File: src/rtl/core/stt_pkg.sv
// Types and constants for the software timer table.
// Shared by stt_cell and software_timer_table; no dependencies.
package stt_pkg;

    localparam int SLOT_W = 4;
    localparam int TIME_W = 32;
    localparam int PER_W  = 16;
    localparam int WAIT_W = 8;

    localparam logic [2:0] CMD_TICK   = 3'd0;
    localparam logic [2:0] CMD_ADD    = 3'd1;
    localparam logic [2:0] CMD_ACT    = 3'd2;
    localparam logic [2:0] CMD_DEACT  = 3'd3;
    localparam logic [2:0] CMD_REMOVE = 3'd4;

    localparam logic [1:0] KIND_ACK  = 2'd0;
    localparam logic [1:0] KIND_FIRE = 2'd1;
    localparam logic [1:0] KIND_WAIT = 2'd2;

    localparam logic [0:0] REG_MAX_WAIT = 1'b0;
    localparam logic [WAIT_W-1:0] MAX_WAIT_RST = 8'd15;

    typedef enum logic [2:0] {
        ST_IDLE,
        ST_ACK,
        ST_SCAN,
        ST_WAITR
    } state_t;

    typedef struct packed {
        logic              add_en;
        logic              act_en;
        logic              deact_en;
        logic              rem_en;
        logic              fire_en;
        logic [SLOT_W-1:0] target;
        logic [TIME_W-1:0] now;
        logic [PER_W-1:0]  period;
        logic              one_shot;
    } ctrl_t;

    typedef struct packed {
        logic              found;
        logic [SLOT_W-1:0] idx;
    } chain_t;

    typedef struct packed {
        logic             running;
        logic             expired;
        logic [PER_W-1:0] rem;
    } status_t;

endpackage

File: src/rtl/core/stt_cell.sv
// One timer slot: marks, period and last fire time, plus its link in the
// free-slot search chain. Depends on stt_pkg.
module stt_cell #(
    parameter int IDX = 0
) (
    input  logic             aclk,
    input  logic             aresetn,
    input  stt_pkg::ctrl_t   ctrl,
    input  stt_pkg::chain_t  chain_in,
    output stt_pkg::chain_t  chain_out,
    output stt_pkg::status_t status
);

    logic occ_reg, occ_next;
    logic per_run_reg, per_run_next;
    logic once_reg, once_next;
    logic paused_reg, paused_next;
    logic [stt_pkg::TIME_W-1:0] last_reg, last_next;
    logic [stt_pkg::PER_W-1:0]  period_reg, period_next;

    logic free, claim, sel, has;
    logic [stt_pkg::TIME_W-1:0] el;

    assign free  = !occ_reg && !paused_reg;
    assign claim = ctrl.add_en && free && !chain_in.found;
    assign sel   = (ctrl.target == stt_pkg::SLOT_W'(IDX));
    assign has   = occ_reg || paused_reg;

    assign chain_out.found = chain_in.found || free;
    assign chain_out.idx   = (!chain_in.found && free) ? stt_pkg::SLOT_W'(IDX) : chain_in.idx;

    assign el             = ctrl.now - last_reg;
    assign status.running = per_run_reg || once_reg;
    assign status.expired = el >= {{(stt_pkg::TIME_W-stt_pkg::PER_W){1'b0}}, period_reg};
    assign status.rem     = period_reg - el[stt_pkg::PER_W-1:0];

    always_comb begin
        occ_next     = occ_reg;
        per_run_next = per_run_reg;
        once_next    = once_reg;
        paused_next  = paused_reg;
        last_next    = last_reg;
        period_next  = period_reg;
        if (claim) begin
            occ_next     = 1'b1;
            paused_next  = 1'b0;
            once_next    = ctrl.one_shot;
            per_run_next = !ctrl.one_shot;
            last_next    = ctrl.now;
            period_next  = ctrl.period;
        end
        if (ctrl.act_en && sel && has) begin
            occ_next     = 1'b1;
            paused_next  = 1'b0;
            per_run_next = 1'b1;
            last_next    = ctrl.now;
        end
        if (ctrl.deact_en && sel && has) begin
            occ_next     = 1'b0;
            paused_next  = 1'b1;
            per_run_next = 1'b0;
        end
        if ((ctrl.rem_en && sel) || (ctrl.fire_en && sel && once_reg)) begin
            occ_next     = 1'b0;
            paused_next  = 1'b0;
            per_run_next = 1'b0;
            once_next    = 1'b0;
        end
        if (ctrl.fire_en && sel) begin
            last_next = ctrl.now;
        end
    end

    always_ff @(posedge aclk) begin
        if (!aresetn) begin
            occ_reg     <= 1'b0;
            per_run_reg <= 1'b0;
            once_reg    <= 1'b0;
            paused_reg  <= 1'b0;
        end else begin
            occ_reg     <= occ_next;
            per_run_reg <= per_run_next;
            once_reg    <= once_next;
            paused_reg  <= paused_next;
        end
        last_reg   <= last_next;
        period_reg <= period_next;
    end

endmodule

File: src/rtl/core/software_timer_table.sv
// Top level of the software timer table: command sequencer, slot chain,
// output register and APB register. Depends on stt_pkg and stt_cell.
//
// Each slot is a cell in a chain; add finds the lowest free slot through the
// chain in the cycle the command is taken. Add, activate, deactivate and
// remove are acknowledged through the output register; other codes but tick
// give no result. A tick scans one slot per cycle, over min(SLOTS,16) slots,
// unless a fire waits. Any result, fire, wait report or acknowledge, waits
// while the output register still holds an earlier transfer that m_tready
// has not taken, and each such cycle adds to the command's time. One item is
// processed at a time; s_tready is high only while the sequencer is idle,
// which may overlap the last result still waiting in the output register.
module software_timer_table #(
    parameter int SLOTS = 16
) (
    input  logic        aclk,
    input  logic        aresetn,
    input  logic        s_tvalid,
    output logic        s_tready,
    input  logic [55:0] s_tdata,   // now_secs[31:0], slot[35:32], period[51:36], one_shot[52]
    input  logic [2:0]  s_tuser,   // cmd[2:0]
    output logic        m_tvalid,
    input  logic        m_tready,
    output logic [15:0] m_tdata,   // out_slot[3:0], ok[4], wait_secs[12:5]
    output logic [1:0]  m_tuser,   // kind[1:0]
    output logic        m_tlast,
    input  logic        psel,
    input  logic        penable,
    input  logic        pwrite,
    input  logic [2:0]  paddr,
    input  logic [31:0] pwdata,
    output logic [31:0] prdata,
    output logic        pready
);

    localparam int NSLOT = (SLOTS < 16) ? SLOTS : 16;
    localparam int IW    = (NSLOT > 1) ? $clog2(NSLOT) : 1;

    stt_pkg::state_t state_reg, state_next;
    logic [IW-1:0] idx_reg, idx_next;
    logic [stt_pkg::WAIT_W-1:0] wait_reg, wait_next;
    logic [stt_pkg::WAIT_W-1:0] max_wait_reg;
    logic [stt_pkg::TIME_W-1:0] now_reg, now_next;
    logic [stt_pkg::SLOT_W-1:0] pend_slot_reg, pend_slot_next;
    logic pend_ok_reg, pend_ok_next;

    logic        m_tvalid_reg, m_tvalid_next;
    logic [15:0] m_tdata_reg, m_tdata_next;
    logic [1:0]  m_tuser_reg, m_tuser_next;
    logic        m_tlast_reg, m_tlast_next;

    logic [stt_pkg::TIME_W-1:0] in_now;
    logic [stt_pkg::SLOT_W-1:0] in_slot;
    logic [stt_pkg::PER_W-1:0]  in_period;
    logic in_once, accept, out_free, last_idx, slot_bad;

    stt_pkg::ctrl_t   ctrl;
    stt_pkg::chain_t  chain [0:NSLOT];
    stt_pkg::status_t stat  [0:NSLOT-1];
    stt_pkg::status_t cur;

    assign in_now    = s_tdata[31:0];
    assign in_slot   = s_tdata[35:32];
    assign in_period = s_tdata[51:36];
    assign in_once   = s_tdata[52];
    assign accept    = s_tvalid && s_tready;
    assign out_free  = !m_tvalid_reg || m_tready;
    assign last_idx  = (idx_reg == IW'(NSLOT - 1));
    assign slot_bad  = ({1'b0, in_slot} >= 5'(NSLOT));
    assign cur       = stat[idx_reg];

    assign chain[0] = '{found: 1'b0, idx: '0};

    for (genvar g = 0; g < NSLOT; g++) begin : g_cell
        stt_cell #(.IDX(g)) u_cell (
            .aclk     (aclk),
            .aresetn  (aresetn),
            .ctrl     (ctrl),
            .chain_in (chain[g]),
            .chain_out(chain[g+1]),
            .status   (stat[g])
        );
    end

    always_comb begin
        state_next = state_reg;
        unique case (state_reg)
            stt_pkg::ST_IDLE: begin
                if (accept) begin
                    if (s_tuser == stt_pkg::CMD_TICK) begin
                        state_next = stt_pkg::ST_SCAN;
                    end else if (s_tuser <= stt_pkg::CMD_REMOVE) begin
                        state_next = stt_pkg::ST_ACK;
                    end
                end
            end
            stt_pkg::ST_ACK: begin
                if (out_free) state_next = stt_pkg::ST_IDLE;
            end
            stt_pkg::ST_SCAN: begin
                if (last_idx && (!(cur.running && cur.expired) || out_free)) begin
                    state_next = stt_pkg::ST_WAITR;
                end
            end
            stt_pkg::ST_WAITR: begin
                if (out_free) state_next = stt_pkg::ST_IDLE;
            end
            default: state_next = stt_pkg::ST_IDLE;
        endcase
    end

    always_comb begin
        s_tready       = 1'b0;
        ctrl           = '0;
        ctrl.now       = now_reg;
        ctrl.target    = stt_pkg::SLOT_W'(idx_reg);
        idx_next       = idx_reg;
        wait_next      = wait_reg;
        now_next       = now_reg;
        pend_slot_next = pend_slot_reg;
        pend_ok_next   = pend_ok_reg;
        m_tvalid_next  = m_tvalid_reg && !m_tready;
        m_tdata_next   = m_tdata_reg;
        m_tuser_next   = m_tuser_reg;
        m_tlast_next   = m_tlast_reg;
        unique case (state_reg)
            stt_pkg::ST_IDLE: begin
                s_tready      = 1'b1;
                ctrl.now      = in_now;
                ctrl.target   = in_slot;
                ctrl.period   = in_period;
                ctrl.one_shot = in_once;
                ctrl.add_en   = accept && (s_tuser == stt_pkg::CMD_ADD);
                ctrl.act_en   = accept && (s_tuser == stt_pkg::CMD_ACT);
                ctrl.deact_en = accept && (s_tuser == stt_pkg::CMD_DEACT);
                ctrl.rem_en   = accept && (s_tuser == stt_pkg::CMD_REMOVE);
                now_next      = in_now;
                idx_next      = '0;
                wait_next     = max_wait_reg;
                if (s_tuser == stt_pkg::CMD_ADD) begin
                    pend_ok_next   = chain[NSLOT].found;
                    pend_slot_next = chain[NSLOT].found ? chain[NSLOT].idx : '0;
                end else begin
                    pend_ok_next   = !slot_bad;
                    pend_slot_next = '0;
                end
            end
            stt_pkg::ST_ACK: begin
                if (out_free) begin
                    m_tvalid_next = 1'b1;
                    m_tuser_next  = stt_pkg::KIND_ACK;
                    m_tdata_next  = {3'b0, 8'd0, pend_ok_reg, pend_slot_reg};
                    m_tlast_next  = 1'b1;
                end
            end
            stt_pkg::ST_SCAN: begin
                if (cur.running && cur.expired) begin
                    if (out_free) begin
                        ctrl.fire_en  = 1'b1;
                        m_tvalid_next = 1'b1;
                        m_tuser_next  = stt_pkg::KIND_FIRE;
                        m_tdata_next  = {3'b0, 8'd0, 1'b1, stt_pkg::SLOT_W'(idx_reg)};
                        m_tlast_next  = 1'b0;
                        if (!last_idx) idx_next = idx_reg + 1'b1;
                    end
                end else begin
                    if (cur.running && (cur.rem < {8'd0, wait_reg})) begin
                        wait_next = cur.rem[stt_pkg::WAIT_W-1:0];
                    end
                    if (!last_idx) idx_next = idx_reg + 1'b1;
                end
            end
            stt_pkg::ST_WAITR: begin
                if (out_free) begin
                    m_tvalid_next = 1'b1;
                    m_tuser_next  = stt_pkg::KIND_WAIT;
                    m_tdata_next  = {3'b0, (wait_reg == '0) ? 8'd1 : wait_reg, 1'b1, 4'd0};
                    m_tlast_next  = 1'b1;
                end
            end
            default: ;
        endcase
    end

    always_ff @(posedge aclk) begin
        if (!aresetn) begin
            state_reg    <= stt_pkg::ST_IDLE;
            m_tvalid_reg <= 1'b0;
            max_wait_reg <= stt_pkg::MAX_WAIT_RST;
        end else begin
            state_reg    <= state_next;
            m_tvalid_reg <= m_tvalid_next;
            if (psel && penable && pwrite && pready && (paddr == {stt_pkg::REG_MAX_WAIT, 2'b00})) begin
                max_wait_reg <= pwdata[stt_pkg::WAIT_W-1:0];
            end
        end
        idx_reg       <= idx_next;
        wait_reg      <= wait_next;
        now_reg       <= now_next;
        pend_slot_reg <= pend_slot_next;
        pend_ok_reg   <= pend_ok_next;
        m_tdata_reg   <= m_tdata_next;
        m_tuser_reg   <= m_tuser_next;
        m_tlast_reg   <= m_tlast_next;
    end

    assign m_tvalid = m_tvalid_reg;
    assign m_tdata  = m_tdata_reg;
    assign m_tuser  = m_tuser_reg;
    assign m_tlast  = m_tlast_reg;
    assign pready   = 1'b1;
    assign prdata   = (paddr == {stt_pkg::REG_MAX_WAIT, 2'b00}) ? {24'd0, max_wait_reg} : 32'd0;

    a_tick_scan: assert property (@(posedge aclk) disable iff (!aresetn)
        (s_tvalid && s_tready && s_tuser == stt_pkg::CMD_TICK) |=> state_reg == stt_pkg::ST_SCAN)
        else $error("tick did not start scan");
    a_wait_form: assert property (@(posedge aclk) disable iff (!aresetn)
        (m_tvalid && m_tuser == stt_pkg::KIND_WAIT) |-> (m_tlast && m_tdata[12:5] != 8'd0))
        else $error("bad wait report");
    a_fire_form: assert property (@(posedge aclk) disable iff (!aresetn)
        (m_tvalid && m_tuser == stt_pkg::KIND_FIRE) |-> !m_tlast)
        else $error("fire transfer marked last");

endmodule
File: config.mk
export PLATFORM = sky130hd
export DESIGN_NAME = software_timer_table
export DESIGN_NICKNAME = d
export VERILOG_FILES = /design/src/rtl/core/stt_pkg.sv /design/src/rtl/core/stt_cell.sv /design/src/rtl/core/software_timer_table.sv
export SDC_FILE = /design/constraint.sdc
export NUM_CORES = 2
export LEC_CHECK = 0
export BUFFER_PORTS_ARGS = -buffer_cell sky130_fd_sc_hd__buf_2
export CORE_MARGIN = 2
export CORE_UTILIZATION = 40
export DETAILED_ROUTE_END_ITERATION = 12
export GPL_TIMING_DRIVEN = 1
export SYNTH_ARGS = -nofsm -noshare
export SYNTH_HDL_FRONTEND = slang
export SYNTH_SLANG_ARGS = --single-unit
export TNS_END_PERCENT = 10
File: constraint.sdc
create_clock -name aclk -period 19.15 [get_ports aclk]
set_input_delay 0 -clock aclk [delete_from_list [all_inputs] [get_ports aclk]]
set_output_delay 0 -clock aclk [all_outputs]
set_load 0.02 [all_outputs]
After elaboration in Yosys (flattened, before gate mapping)
Index checks and enable logic that the tools add are counted. W data, S select, Z words.

Output and inout port bits: 54. Logic and storage cells: 808. Input bits: 101. Register bits after elaboration: 912.

Equal/unequal tests: 34. Add/subtract/negate cells: 33. Bitwise gates (word level): 2. Muxes and demuxes: 216. Magnitude comparators: 19. Reductions and logical operators: 397.

Operator list (number): $mux W32 (48); $ge A32 B16 Y1 (16); $sub A32 B32 Y32 (16); $sub A16 B16 Y16 (16); $logic_and A1 B1 Y1 (186); $mux W1 (122); $reduce_bool A3 Y1 (33); $bmux W18 S4 (1); $logic_or A1 B1 Y1 (65); $mux W16 (4); $mux W53 (1); $logic_not A1 Y1 (51); $mux W4 (12); $pmux W16 S3 (1); $reduce_or A3 Y1 (16); $eq A4 B4 Y1 const B (9); $mux W18 (2); $reduce_bool A2 Y1 (18); $reduce_or A2 Y1 (17); $mux W8 (4); $mux W3 (9); $eq A4 B3 Y1 const B (4); $lt A16 B8 Y1 (1); $ne A2 B2 Y1 const B (8); other kinds (25) (41).

Depth between registers and ports, before layout
Word-level depth: 21. Depth in mapped cells: 35. Mapped depth without buffers: 29.

By module
A second synthesis with hierarchy kept.

Cells, all modules: 8663. Area total of the unflattened synthesis: 79158.4 sq um.

Modules (own cells, without submodules): stt_cell (g_cell[15].u_cell ...) (times used 4, sequential area each 1521.5 sq um, area each 4514.3 sq um, cells each 502); stt_cell (g_cell[10].u_cell ...) (times used 3, sequential area each 1521.5 sq um, area each 4515.6 sq um, cells each 502); stt_cell (g_cell[11].u_cell ...) (times used 2, sequential area each 1521.5 sq um, area each 4725.8 sq um, cells each 524); software_timer_table (times used 1, sequential area each 2172.1 sq um, area each 5486.5 sq um, cells each 477); stt_cell (g_cell[9].u_cell) (times used 1, sequential area each 1521.5 sq um, area each 4770.8 sq um, cells each 528); stt_cell (g_cell[8].u_cell) (times used 1, sequential area each 1521.5 sq um, area each 4769.6 sq um, cells each 528); stt_cell (g_cell[12].u_cell) (times used 1, sequential area each 1521.5 sq um, area each 4723.3 sq um, cells each 525); stt_cell (g_cell[6].u_cell) (times used 1, sequential area each 1521.5 sq um, area each 4705.8 sq um, cells each 524); stt_cell (g_cell[7].u_cell) (times used 1, sequential area each 1521.5 sq um, area each 4620.7 sq um, cells each 514); stt_cell (g_cell[3].u_cell) (times used 1, sequential area each 1521.5 sq um, area each 4514.3 sq um, cells each 503); stt_cell (g_cell[0].u_cell) (times used 1, sequential area each 1521.5 sq um, area each 4511.8 sq um, cells each 502).

Worst setup path after synthesis
Ideal clock, no wire load.

Path type: register -> register. Start: register state_reg[0]. End: register g_cell[10].u_cell.last_reg[0] (netlist bit), enable pin. Setup slack: 9.285 ns. Period minus slack after synthesis: 9.865 ns. Cell stages (with the launch flop): 29. Library setup time: 0.466 ns. Buffers on the path: 4. Arrival time: 9.399 ns. Data required time: 18.684 ns. Cells stage by stage: dfxtp_1 -> or2_1 -> buf_4 -> inv_4 -> clkbuf_1 -> clkbuf_1 -> buf_1 -> nand2_1 -> nand2_1 -> ha_1 -> or2_2 -> a21o_1 -> and2_1 -> a21oi_1 -> o21bai_1 -> a21o_1 -> a21o_1 -> xor2_1 -> ha_1 -> nand2_1 -> or4_1 -> o2111ai_1 -> a2111oi_0 -> nand4_1 -> nor4_1 -> a21o_1 -> a2111oi_2 -> a21oi_1 -> o21ai_0.

Elaborated cells between the ends (all ways): 53. Classes of those cells: add/sub: 16; order compare: 16; eq/ne: 2; mux: 8; reduce/logical: 11.

RTL lines: start: declaration (RTL line software_timer_table.sv:39) `stt_pkg::state_t state_reg, state_next;`; start signal: assignment (RTL line software_timer_table.sv:187) `state_reg <= stt_pkg::ST_IDLE;`; start signal: assignment (RTL line software_timer_table.sv:191) `state_reg <= state_next;`; $logic_not A3 Y1 (*) (RTL line software_timer_table.sv:126) `unique case (state_reg)`; $mux W1 (*) (RTL line software_timer_table.sv:126); named net s_tready (RTL line software_timer_table.sv:19) `output logic s_tready,`; $logic_and A1 B1 Y1 (*) (RTL line software_timer_table.sv:66) `assign accept = s_tvalid && s_tready;`; $logic_and A1 B1 Y1, on equally long branches (RTL line software_timer_table.sv:134, software_timer_table.sv:133); $mux W4 (*) (RTL line software_timer_table.sv:126); $logic_and A1 B1 Y1, on equally long branches (2 in a row) (RTL line stt_cell.sv:52, stt_cell.sv:25); $reduce_bool A3 Y1 (no line) (*); end signal: assignment (RTL line stt_cell.sv:86) `last_reg <= last_next;`; end: declaration (RTL line stt_cell.sv:18) `logic [stt_pkg::TIME_W-1:0] last_reg, last_next;`.

Mark *: on every way through the listed nets, which the timed path passes. The rest lies on a longest branch. The select of a mux whose other input is x is not followed. A chain may end at the register's enable or synchronous reset.

==> flow_metrics.tcl <==
set metrics [dict create \
    status "completed" \
    wl_per_cell_um 23.9 \
    rsz0062_at_grt "no" \
    max-slew-margin-rel_pct 6.54 \
    critical_path_class "reg -> reg" \
    overflow 0 \
    root_buffer "clkbuf_16" \
    die_h_um 453 \
    clockPowerShare_pct 26.9 \
    yosysWarningCount 0 \
    setup_viol 0 \
    cp-startpoint "state_reg[1]$_SDFFE_PN0P_" \
    grt_use_total_pct 27.3 \
    cts_max_level 3 \
    critPathArrivalTime_ns 11.35 \
    r2r-end "g_cell[0].u_cell.last_reg[23]$_DFFE_PP_" \
    grt_max_degree 51 \
    via_count 70700 \
    synth_top_area_share_pct 31.1 \
    drive_gt1_share_pct 6.40 \
    row_count 164 \
    path_delay_family "compound AO/OA/AOI/OAI gates" \
    syn_area_per_cell_sq_um 8.82 \
    timing.hold.ws_ns 0.0581 \
    drv_slew 0 \
    fin_crit_sh_pct 57.3 \
    drt_iter0_markers 6230 \
    synth_largest_area_cell "edfxtp_1" \
    r2r_slack_ns 8.17 \
    numCtsBuffers 115 \
    synth_common_cells "1,172 x inv_1, 1,000 x ha_1, 833 x edfxtp_1" \
    antenna_found_initial 50 \
    skew_ns 0.0422 \
    via_per_inst 5.84 \
    cpPeakStageDelay_ns 0.93 \
    drv_cap 0 \
    pwr-share-comb_pct 46.5 \
    synth-seq-cells 908 \
    crit_cells 30 \
    worst_slew_pin_slew_ns 1.37 \
    clock-sinks 908 \
    p_sw_share_pct 41.6 \
    postSynthCellCount 9127 \
    die_w_um 453 \
    crit_buf_inv 5 \
    setup_tns_ns 0 \
    clk_latency_ns 0.79 \
    instances_no_fill 12100 \
    synth_cell_types 97 \
    fin_nets 10500 \
    dr.pass1.iters 7 \
    max_freq_ghz 0.0911 \
    port_buffers 99 \
    ant_nets 0 \
    ir_drop_mv 0.0857 \
    hold_path.class "in -> reg" \
    crit_path_start_kind "flip-flop" \
    dieArea_sq_mm 0.205 \
    largest_register_ffs 512 \
    start_util_pct 40.3 \
    grt_pass1_vias 66200 \
    yosysMostFrequentCell "inv_1" \
    cpMaxStageDelayCell "dfxtp_1" \
    p_per_area_mw_per_mm2 93.7 \
    max-clock-path-buffers 3 \
    rr_worst_depth 30 \
    endpoint "g_cell[0].u_cell.last_reg[23]$_DFFE_PP_" \
    synth_edf_count 833 \
    seq_area_frac_synth_pct 32.9 \
    wirelength_um 289000 \
    place_congestion 1.02 \
    placedCellCount 11800 \
    worstPathMaxFanout 50 \
    tritoncts "yes" \
    synth_area_leaders "edfxtp_1 31%, ha_1 16%, inv_1 5.5%" \
    dpl.hpwl_um 212000 \
    crit_top_cell "buf_4" \
    p_int_uw 4910 \
    seq_power_share_pct 26.7 \
    finalCriticalPeriod_ns 10.98 \
    drc_errors 0 \
    grt_pass1_wl_um 423000 \
    ys_dominant_reg_cell "edfxtp_1" \
    hold_viol 0 \
    cp.required_ns 19.52 \
    coreArea_sq_mm 0.200 \
    netSwitchingPower_uw 3490 \
    power_leakage_uw 0.0392 \
    syn-cell-area_sq_mm 0.0805 \
    ioPinCount 155 \
    syn2layout_area_growth_pct 11.3 \
    cts_setup_buffers 0 \
    r2r_start "state_reg[1]$_SDFFE_PN0P_" \
    async_flop_share_pct 0 \
    path_clk_slew_ns 0.06 \
    cp-end-kind "flip-flop" \
]
[how the worst min path moves through the flow]
stage                      from                                         end  depth (start not counted)
finish              s_tdata[46]   g_cell[8].u_cell.period_reg[10]$_DFFE_PP_                          3
global route        s_tdata[48]  g_cell[14].u_cell.period_reg[12]$_DFFE_PP_                          3
detailed placement  s_tdata[19]                       now_reg[19]$_DFFE_PP_                          1
global placement    s_tdata[19]                       now_reg[19]$_DFFE_PP_                          1
CTS                 s_tdata[49]   g_cell[7].u_cell.period_reg[13]$_DFFE_PP_                          3
floorplan            s_tdata[0]                        now_reg[0]$_DFFE_PP_                          0
[power by group through the flow]
| stage | clock, uW | combinational (uW) | sequential, uW |
|---|---|---|---|
| after global routing | 2360 | 4210 | 2240 |
| after global placement | 0 | 3760 | 2280 |
| final | 2250 | 3900 | 2240 |
| after CTS | 2290 | 3840 | 2240 |
| after floorplan | 0 | 2550 | 2280 |
| after detailed placement | 0 | 3790 | 2280 |
[kinds of logic (layout without fill, tap and decap cells)]
kind of cell,count (synthesis),after routing,share of synthesized area (%)
mux,100,100,1.87
buf+inv,1440,1731,6.90
compound gates,2610,2610,21.2
xor+xnor,493,493,5.36
simple gates,2542,2542,15.4
other cells,2,41,0.00933
fa+ha+maj,1032,1032,16.3
flops,908,908,32.9
[final cells by class]
class,instances,area [sq um]
flip-flops and latches,908,26500
repair buffers,342,2640
well taps,2656,3320
inverters,1174,4410
multi-input cells,6805,48800
clock inverters,69,733
clock buffers,146,3080
diodes,13,32.5
fillers,19400,110000
[timing repair]
action | CTS | global route
hold buffers | 116 | 0
endpoints found under the hold margin | 308 | 0
resized for setup | 0 | 0
[through the flow]
stage	power (uW)	setup slack (ns)	instance area [sq um]	utilization, %
2_1_floorplan	4830	9.29	80600	-
3_3_place_gp	6040	8.58	84600	42.3
3_5_place_dp	6070	8.40	84600	42.3
4_1_cts	8370	8.38	89500	44.8
5_1_grt	8810	7.69	89500	44.8
6_report	8390	8.17	89600	44.8
[worst min-delay path: cells and delay by family]
family	cells	cell delay, ns
buffers and inverters	2	0.40
AND/OR/NAND/NOR	1	0.15
[layout by cell type, fill, tap and decap left out, types with 125 or more instances in the layout]
cell      netlist  layout
inv_1        1172    1172
ha_1         1000    1000
edfxtp_1      833     833
a21oi_1       707     706
nand2_1       721     691
nor2_1        593     592
o21ai_0       499     497
a21o_1        304     304
xnor2_1       303     303
nor3_1        196     193
xor2_1        190     190
nand3_1       185     185
o21a_1        169     169
nand2b_1      153     153
nand4_1       144     144
nor2b_1       137     136
buf_4          30     125
[metal layers]
layer / share of wire (%) / routed length, um / GRT usage (%) / up-vias
li1: - / - / - / 33400
met3: 6.9 / 19900 / 3.82 / 570
met5: 0.056 / 162 / 0 / -
met4: 6.5 / 18700 / 16.2 / 14
met2: 44 / 127000 / 42.9 / 2591
met1: 43 / 123000 / 35.8 / 34100
No activity file was read; power rests on OpenSTA's default activity.
